**src/nnsa_pkg.sv**
```systemverilog
// shared constants, types and helpers for the nearest neighbor scale address core
`timescale 1ns / 1ps

package nnsa_pkg;

   localparam int COORD_W     = 14;
   localparam int DIM_W       = 15;
   localparam int PB_W        = 4;
   localparam int OFF_W       = 31;
   localparam int PROD_W      = COORD_W + DIM_W;
   localparam int QUO_W       = DIM_W;
   localparam int LIN_W       = PROD_W + 1;
   localparam int SLIN_W      = 2 * DIM_W + 1;
   localparam int CSR_IDX_W   = 3;
   localparam int REQ_DATA_W  = 32;
   localparam int RSP_DATA_W  = 96;
   localparam int MAX_DIM_DEF = 16384;
   localparam int PB_MAX      = 8;

   typedef enum logic [CSR_IDX_W-1:0] {
      CSR_SRC_WIDTH   = 3'd0,
      CSR_SRC_HEIGHT  = 3'd1,
      CSR_DST_WIDTH   = 3'd2,
      CSR_DST_HEIGHT  = 3'd3,
      CSR_PIXEL_BYTES = 3'd4
   } csr_index_type;

   typedef struct packed {
      logic               err;
      logic [COORD_W-1:0] ox;
      logic [COORD_W-1:0] oy;
   } head_type;

   typedef struct packed {
      logic               err;
      logic [COORD_W-1:0] ox;
      logic [PROD_W-1:0]  px;
      logic [PROD_W-1:0]  py;
      logic [PROD_W-1:0]  dmul;
   } mul_type;

   typedef struct packed {
      logic             err;
      logic [DIM_W-1:0] rx;
      logic [QUO_W-1:0] qx;
      logic [DIM_W-1:0] ry;
      logic [QUO_W-1:0] qy;
      logic [LIN_W-1:0] lin;
      logic [OFF_W-1:0] doff;
   } div_type;

   typedef struct packed {
      logic              err;
      logic [QUO_W-1:0]  sx;
      logic [QUO_W-1:0]  sy;
      logic [SLIN_W-1:0] slin;
      logic [OFF_W-1:0]  doff;
   } tail_type;

   typedef struct packed {
      logic               err;
      logic [COORD_W-1:0] sx;
      logic [COORD_W-1:0] sy;
      logic [OFF_W-1:0]   soff;
      logic [OFF_W-1:0]   doff;
   } out_type;

   typedef struct packed {
      logic [DIM_W-1:0] rem;
      logic [QUO_W-1:0] quo;
   } div_step_type;

   // one restoring division step, remainder stays below the divisor
   function automatic div_step_type div_step(logic [DIM_W-1:0] rem, logic [QUO_W-1:0] quo,
                                             logic [DIM_W-1:0] dvs);
      logic [DIM_W:0] trial;
      logic           ge;
      div_step_type   res;
      trial   = {rem, quo[QUO_W-1]};
      ge      = (trial >= {1'b0, dvs});
      res.rem = ge ? DIM_W'(trial - {1'b0, dvs}) : trial[DIM_W-1:0];
      res.quo = {quo[QUO_W-2:0], ge};
      return res;
   endfunction

endpackage

```
**src/nearest_neighbor_scale_address_core.sv**
```systemverilog
// nearest neighbor scaling: source pixel and byte offsets, one pixel per clock unless stalled
//
// req channel carries one destination coordinate per item (out_x, out_y).
// rsp channel returns one item per request, in order: source column and row, source and
// destination byte offsets, and coord_error in rsp_tuser. a coordinate outside the
// destination size gives coord_error = 1 with every other field zero.
// csr channel writes the dimension and bytes-per-pixel registers; csr_ready is always high.
// write them only while no item is in flight.
// an item passes 21 register stages from req acceptance to rsp_tvalid (head, mul, divider, smul,
// sadd, out); throughput is one item per cycle while rsp_tready does not stall the output.
// the two quotients come from a 15-stage restoring divider, one quotient bit per stage,
// which sets most of the latency.
// reset empties the pipeline and loads width/height 1 and 4 bytes per pixel.
// when rsp_tready is low the output holds; earlier stages keep moving into empty slots,
// so req_tready drops only once every stage holds an item.
`timescale 1ns / 1ps

module nearest_neighbor_scale_address_core
   import nnsa_pkg::*;
#(
   parameter int MAX_DIM = MAX_DIM_DEF
) (
   input  logic                  clock,
   input  logic                  reset,
   input  logic                  req_tvalid,
   output logic                  req_tready,
   input  logic [REQ_DATA_W-1:0] req_tdata,   // out_x, out_y, zero pad
   output logic                  rsp_tvalid,
   input  logic                  rsp_tready,
   output logic [RSP_DATA_W-1:0] rsp_tdata,   // src_x, src_y, src_offset, dst_offset, zero pad
   output logic                  rsp_tuser,   // coord_error
   input  logic                  csr_valid,
   output logic                  csr_ready,
   input  logic [CSR_IDX_W-1:0]  csr_index,
   input  logic [DIM_W-1:0]      csr_data
);

   localparam int ST_IN   = 0;
   localparam int ST_MUL  = 1;
   localparam int ST_DIV  = 2;
   localparam int ST_SMUL = ST_DIV + QUO_W + 1;
   localparam int ST_SADD = ST_SMUL + 1;
   localparam int ST_OUT  = ST_SADD + 1;
   localparam int NS      = ST_OUT + 1;

   logic [DIM_W-1:0] src_width_ff, src_height_ff, dst_width_ff, dst_height_ff;
   logic [PB_W-1:0]  pixel_bytes_ff;
   logic [DIM_W-1:0] sw_eff, sh_eff, dw_eff, dh_eff;
   logic [PB_W-1:0]  pb_eff;

   logic [NS-1:0] vld_ff, vld_in, en;

   head_type head_ff, head_in;
   mul_type  mul_ff, mul_in;
   div_type  div_ff [QUO_W+1];
   div_type  div_in [QUO_W+1];
   tail_type smul_ff, smul_in, sadd_ff, sadd_in;
   out_type  out_ff, out_in;

   function automatic logic [DIM_W-1:0] eff_dim(logic [DIM_W-1:0] v);
      logic [DIM_W-1:0] r;
      if (v == '0) begin
         r = DIM_W'(1);
      end else if (32'(v) > MAX_DIM) begin
         r = DIM_W'(MAX_DIM);
      end else begin
         r = v;
      end
      return r;
   endfunction

   // configuration registers
   always_ff @(posedge clock) begin
      if (reset) begin
         src_width_ff   <= DIM_W'(1);
         src_height_ff  <= DIM_W'(1);
         dst_width_ff   <= DIM_W'(1);
         dst_height_ff  <= DIM_W'(1);
         pixel_bytes_ff <= PB_W'(4);
      end else if (csr_valid && csr_ready) begin
         case (csr_index_type'(csr_index))
            CSR_SRC_WIDTH:   src_width_ff   <= csr_data;
            CSR_SRC_HEIGHT:  src_height_ff  <= csr_data;
            CSR_DST_WIDTH:   dst_width_ff   <= csr_data;
            CSR_DST_HEIGHT:  dst_height_ff  <= csr_data;
            CSR_PIXEL_BYTES: pixel_bytes_ff <= csr_data[PB_W-1:0];
            default: ;
         endcase
      end
   end

   assign csr_ready = 1'b1;

   always_comb begin
      sw_eff = eff_dim(src_width_ff);
      sh_eff = eff_dim(src_height_ff);
      dw_eff = eff_dim(dst_width_ff);
      dh_eff = eff_dim(dst_height_ff);
      if (pixel_bytes_ff == '0) begin
         pb_eff = PB_W'(1);
      end else if (pixel_bytes_ff > PB_W'(PB_MAX)) begin
         pb_eff = PB_W'(PB_MAX);
      end else begin
         pb_eff = pixel_bytes_ff;
      end
   end

   // stage enables, a stage moves when empty or when the next one moves
   always_comb begin
      en[NS-1] = !vld_ff[NS-1] || rsp_tready;
      for (int k = NS - 2; k >= 0; k--) begin
         en[k] = !vld_ff[k] || en[k+1];
      end
      vld_in[0] = en[0] ? req_tvalid : vld_ff[0];
      for (int k = 1; k < NS; k++) begin
         vld_in[k] = en[k] ? vld_ff[k-1] : vld_ff[k];
      end
   end

   always_ff @(posedge clock) begin
      if (reset) begin
         vld_ff <= '0;
      end else begin
         vld_ff <= vld_in;
      end
   end

   assign req_tready = en[ST_IN];

   // input capture and range check
   always_comb begin
      head_in.ox  = req_tdata[COORD_W-1:0];
      head_in.oy  = req_tdata[2*COORD_W-1:COORD_W];
      head_in.err = ({1'b0, head_in.ox} >= dw_eff) || ({1'b0, head_in.oy} >= dh_eff);
   end

   // products
   always_comb begin
      mul_in.err  = head_ff.err;
      mul_in.ox   = head_ff.ox;
      mul_in.px   = PROD_W'(head_ff.ox) * PROD_W'(sw_eff);
      mul_in.py   = PROD_W'(head_ff.oy) * PROD_W'(sh_eff);
      mul_in.dmul = PROD_W'(head_ff.oy) * PROD_W'(dw_eff);
   end

   // divider setup and destination linear index
   always_comb begin
      div_in[0].err  = mul_ff.err;
      div_in[0].rx   = {1'b0, mul_ff.px[PROD_W-1:QUO_W]};
      div_in[0].qx   = mul_ff.px[QUO_W-1:0];
      div_in[0].ry   = {1'b0, mul_ff.py[PROD_W-1:QUO_W]};
      div_in[0].qy   = mul_ff.py[QUO_W-1:0];
      div_in[0].lin  = LIN_W'(mul_ff.dmul) + LIN_W'(mul_ff.ox);
      div_in[0].doff = '0;
   end

   always_ff @(posedge clock) begin
      if (en[ST_IN]) begin
         head_ff <= head_in;
      end
      if (en[ST_MUL]) begin
         mul_ff <= mul_in;
      end
      if (en[ST_DIV]) begin
         div_ff[0] <= div_in[0];
      end
   end

   // one quotient bit per stage for both axes; the first stage also forms the destination offset
   for (genvar j = 1; j <= QUO_W; j++) begin : g_div
      div_step_type step_x, step_y;

      always_comb begin
         step_x          = div_step(div_ff[j-1].rx, div_ff[j-1].qx, dw_eff);
         step_y          = div_step(div_ff[j-1].ry, div_ff[j-1].qy, dh_eff);
         div_in[j].err   = div_ff[j-1].err;
         div_in[j].rx    = step_x.rem;
         div_in[j].qx    = step_x.quo;
         div_in[j].ry    = step_y.rem;
         div_in[j].qy    = step_y.quo;
         div_in[j].lin   = div_ff[j-1].lin;
         if (j == 1) begin
            div_in[j].doff = OFF_W'(OFF_W'(div_ff[j-1].lin) * OFF_W'(pb_eff));
         end else begin
            div_in[j].doff = div_ff[j-1].doff;
         end
      end

      always_ff @(posedge clock) begin
         if (en[ST_DIV+j]) begin
            div_ff[j] <= div_in[j];
         end
      end
   end

   // source linear index and offsets
   always_comb begin
      smul_in.err  = div_ff[QUO_W].err;
      smul_in.sx   = div_ff[QUO_W].qx;
      smul_in.sy   = div_ff[QUO_W].qy;
      smul_in.slin = SLIN_W'(div_ff[QUO_W].qy) * SLIN_W'(sw_eff);
      smul_in.doff = div_ff[QUO_W].doff;

      sadd_in      = smul_ff;
      sadd_in.slin = smul_ff.slin + SLIN_W'(smul_ff.sx);

      if (sadd_ff.err) begin
         out_in = '0;
      end else begin
         out_in.sx   = sadd_ff.sx[COORD_W-1:0];
         out_in.sy   = sadd_ff.sy[COORD_W-1:0];
         out_in.soff = OFF_W'(OFF_W'(sadd_ff.slin) * OFF_W'(pb_eff));
         out_in.doff = sadd_ff.doff;
      end
      out_in.err = sadd_ff.err;
   end

   always_ff @(posedge clock) begin
      if (en[ST_SMUL]) begin
         smul_ff <= smul_in;
      end
      if (en[ST_SADD]) begin
         sadd_ff <= sadd_in;
      end
      if (en[ST_OUT]) begin
         out_ff <= out_in;
      end
   end

   assign rsp_tvalid = vld_ff[ST_OUT];
   assign rsp_tuser  = out_ff.err;
   assign rsp_tdata  = {(RSP_DATA_W - 2*COORD_W - 2*OFF_W)'(0), out_ff.doff, out_ff.soff,
                        out_ff.sy, out_ff.sx};

   a_err_zero: assert property (@(posedge clock) disable iff (reset)
      rsp_tvalid && rsp_tuser |-> rsp_tdata == '0)
      else $error("error item carries nonzero fields");

   a_src_x_range: assert property (@(posedge clock) disable iff (reset)
      vld_ff[ST_SMUL] && !smul_ff.err |-> smul_ff.sx < sw_eff && smul_ff.sy < sh_eff)
      else $error("source coordinate beyond source size");

   a_drain: assert property (@(posedge clock) disable iff (reset)
      !rsp_tvalid |-> req_tready)
      else $error("pipeline refuses items with empty output");

   a_stall_hold: assert property (@(posedge clock) disable iff (reset)
      vld_ff[ST_OUT] && !rsp_tready |=> vld_ff[ST_OUT] && $stable(out_ff))
      else $error("stalled output stage changed");

endmodule
```
**config.mk**
```make
export PLATFORM = sky130hd
export DESIGN_NAME = nearest_neighbor_scale_address_core
export DESIGN_NICKNAME = d
export VERILOG_FILES = /design/src/nnsa_pkg.sv /design/src/nearest_neighbor_scale_address_core.sv
export SDC_FILE = /design/constraint.sdc
export NUM_CORES = 2
export LEC_CHECK = 0
export ABC_AREA = 0
export BUFFER_PORTS_ARGS = -buffer_cell sky130_fd_sc_hd__buf_2
export CAP_MARGIN = 20
export CORE_ASPECT_RATIO = 2
export CORE_MARGIN = 2
export CORE_UTILIZATION = 50
export CTS_BUF_LIST = sky130_fd_sc_hd__clkbuf_4 sky130_fd_sc_hd__clkbuf_8
export DETAILED_ROUTE_END_ITERATION = 8
export PLACE_DENSITY = 0.68
export SYNTH_ARGS = -nofsm -noshare
export SYNTH_HDL_FRONTEND = slang
export SYNTH_SLANG_ARGS = --single-unit
```
**constraint.sdc**
```tcl
create_clock -name clock -period 15.48 [get_ports clock]
set_input_delay 4.644 -clock clock [delete_from_list [all_inputs] [get_ports clock]]
set_output_delay 4.644 -clock clock [all_outputs]
set_load 0.1 [all_outputs]
```
==> metrics.md <==
| Metric | Value |
|---|---|
| Initial standard-cell utilization of the core | 0.502 |
| Crit-path cells | buf_2 > nor2b_1 > inv_4 > nor2_1 > and2_1 > inv_4 > nor3_2 > nand3_4 > nor2_2 > nand4_1 > buf_4 > buf_2 |
| CTS Hold Buffers Added | 0 |
| Worst Reg2Reg Path Length in Cells | 23 |
| Pin count of the biggest net entering global routing | 86 |
| Number of antenna violations at the first check in global routing | 16 |
| Nets | between 10000 and 15000 |
| Area share of and/or/nand/nor cells after synthesis | 0.114 |
| Largest voltage drop on the vdd net | 0.0000893 V |
| Final Cycle Share | 0.889 |
| Number of cells upsized or downsized after cts | 0 |
| Largest area contributor in the netlist | edfxtp_1 |
| CTS Buf Count | 282 |
| Area Growth Syn to Fin | 8.66% |
| Largest driver fanout on the critical path | 39 |
| Clock slew seen by the registers of the worst setup and hold paths | 0.06 ns |
| Cell Area, Synth | 120000 sq um |
| Smallest hold slack | 0.344 ns |
| Depth of the worst hold-timing path | 0 |
| Worst Setup Slack, final | 1.73 ns |
| Max capacitance violation total | 0 |
| Warning count from the yosys run | 0 |
| Final period demand of the worst path | ~14 ns |
| Count leader, synth | edfxtp_1 |
| Instance count of the mapped netlist | 9993 |
| Worst-Margin Slew | 1.20 ns |
| Startpoint-to-endpoint class of the critical path | input pin to primary output |
| Count of input and output buffers | 143 |
| RSZ-0062 raised after global routing | no |
| Via-to-Cell Ratio | 5.55 |
| Worst endpoint data arrival time | 9.11 ns |
| Sinks on the clock net | 1928 |
| CTS root buf | clkbuf_8 |
| Post-synthesis sequential area ratio | 0.475 |
| Total track usage | 0.232 |
| Synth Area per Inst | 12.0 sq um |
| Outcome | complete, no violations |
| Height of the die | 697 microns |
| Reported leakage power | 56.3 nW |
| Stage delay of the slowest cell on the critical path | 0.67 ns |
| Relative slew slack | 0.194 |
| Fraction of layout cells with a size suffix above 1 | 0.0863 |
| Total number of placement rows | 254 |
| Synth area leaders | edfxtp_1, fa_1, ha_1 |
| Required time reported for the critical path endpoint | 10.84 ns |
| Number of buffers on the longest clock path | 4 |
| Pre-antenna DRT Iters | 9 |
| Source of the worst hold timing path | sadd_in[3] |
| Die boundary width | 351 microns |
| Number of hold-slack violations in the final timing report | 0 |
| Wire length of the first global-routing pass | 439000 microns |
| Post-synthesis xor/xnor area fraction | 0.0357 |
| Power Total | 21.4 mW |
| Remaining design rule violation count | 0 |
| Endpoint type of the worst setup path | primary output |
| Beginning of the critical path | rsp_tready |
| Proportion of netlist area held by the largest area contributor | 0.461 |
| Combinational family with the most area after synthesis | adder cells |
| Overall die area | roughly 240000 sq um |
| Detailed placer's ending HPWL | 219000 microns |
| Fmax | 0.0727 GHz |
| Final setup viols | 0 |
| Total vias in the final route | ~76000 |
| Core box area | 239000 sq um |
| Worst-path cell with the longest stage delay | nor3_2 |
| Number of levels the H-tree was split into | 5 |
| Type of the worst min-delay path | flop to flop |
| Count of cell types in the netlist | 98 |
| Post-CTS setup-driven buffer insertion count | 0 |
| Routed wire length | 281000 microns |
| Antenna-violating nets left | 0 |
| Number of flip-flops and latches in the synthesized netlist | 1928 |
| Arithmetic-cell share of the synthesized area counting full adders, half adders and majority gates | 0.226 |
| Final-report max-slew violation count | 0 |
| CTS tree | done |
| Post-synthesis compound-gate area fraction | 0.0778 |
| Worst-Skew Late Latency | 0.96 ns |
| Share of flip-flops with an asynchronous set or reset after synthesis | 0 |
| Multiplexer fraction of the synthesized cell area | 0.0277 |
| Routed wirelength normalized by instance count | 20.5 microns |
| Number of global-route vias before repair | 83698 |
| Pwr Density | ~160 nW/um^2 |
| Total negative setup slack | 0 ns |
| Filler instances | 19971 |
| Number of flops mapped to enable cells by yosys | 1843 |
| Final GP Congestion | 0.922 |
| Clock tree skew after final layout | 0.0856 ns |
| Pre-CTS worst setup slack | 1.71 ns |
| Total congestion overflow after global routing | 0 |
| Element type at the critical path start | input pin |
| RR Startpoint | dst_width_ff[9] |
| Flip-flop cell with the highest count after synthesis | edfxtp_1 |
| Starting DRC count in detailed routing | 3509 |
| Commonest cells in the netlist | edfxtp_1, inv_1, nand2_1, ha_1, fa_1 |
| Count of boundary I/O pins | 155 |
layout by cell type (no fill, tap or decap), drive strengths merged, types with 66 or more instances in the layout:
master	count
o21a	100
and2	512
buf	270
nand4	99
dfxtp	85
a211oi	66
nor3	143
clkinv	84
a21o	117
a21oi	505
nand3	89
nor2b	225
inv	1080
nor2	470
ha	942
clkbuf	373
mux2	240
edfxtp	1843
xor2	129
o21ai	290
nand2	962
fa	766
xnor2	361
final timing paths:
path,endpoint,slack (ns)
max,req_tready,1.73
min,sadd_ff[3],0.34
max reg2reg,mul_ff[27],7.51
min reg2reg,sadd_ff[3],0.34
state kept, by name (all words and copies together), names as in the netlist, 15 cells and up:
signal and flops:
div_ff 1439, div_in 59, dst_height_ff 15, dst_width_ff 15
head_ff 29, mul_ff 43, rsp_tdata 90, sadd_ff 90
sadd_in 61, smul_ff 30, src_height_ff 15, src_width_ff 15
vld_ff 21
worst max-delay path: cells and delay by family:
kind | cells | cell delay [ns]
simple gates | 7 | 3.10
buf+inv | 5 | 1.29
metal layers:
layer | GRT usage | share of wire
met1 | 0.198 | 0.30
met2 | 0.469 | 0.58
met3 | 0.0300 | 0.036
met4 | 0.176 | 0.086
met5 | 0 | 0.00011
final cells by class:
| cell class | instances | area, sq um | share of cell area |
|---|---|---|---|
| clock buffers | 373 | 4650 | 0.0356 |
| flip-flops and latches | 1928 | 57000 | 0.437 |
| well taps | 3200 | 4000 | 0.0307 |
| multi-input cells | 6733 | 58000 | 0.445 |
| clock inverters | 119 | 986 | 0.00756 |
| inverters | 1070 | 4040 | 0.0310 |
| repair buffers | 270 | 1690 | 0.0129 |
| diodes | 12 | 30.0 | 0.000230 |
kinds of logic after synthesis:
family                     Yosys count
and+or+nand+nor                   2796
DFF                               1928
adders and majority gates         1708
AOI/OAI and AO/OA                 1433
buffers and inverters             1337
xor gates and xnor gates           490
muxes                              299
other                                2
report_power, final:
part	internal (mW)	total, mW	switching (mW)
logic	3.63	8.37	4.75
registers	8.01	8.87	0.859
clock network	2.22	4.16	1.95
total	13.9	21.4	7.55
stage by stage:
stage / std cells / utilization / area [sq um]
floorplan: 9998 / - / 120000
detailed placement: 13199 / 0.522 / 125000
CTS: 13691 / 0.546 / 130000
global placement: 13197 / 0.522 / 125000
finish: 13705 / 0.546 / 130000
global route: 13697 / 0.546 / 130000
Note: power is estimated with default switching activity, not from simulation.
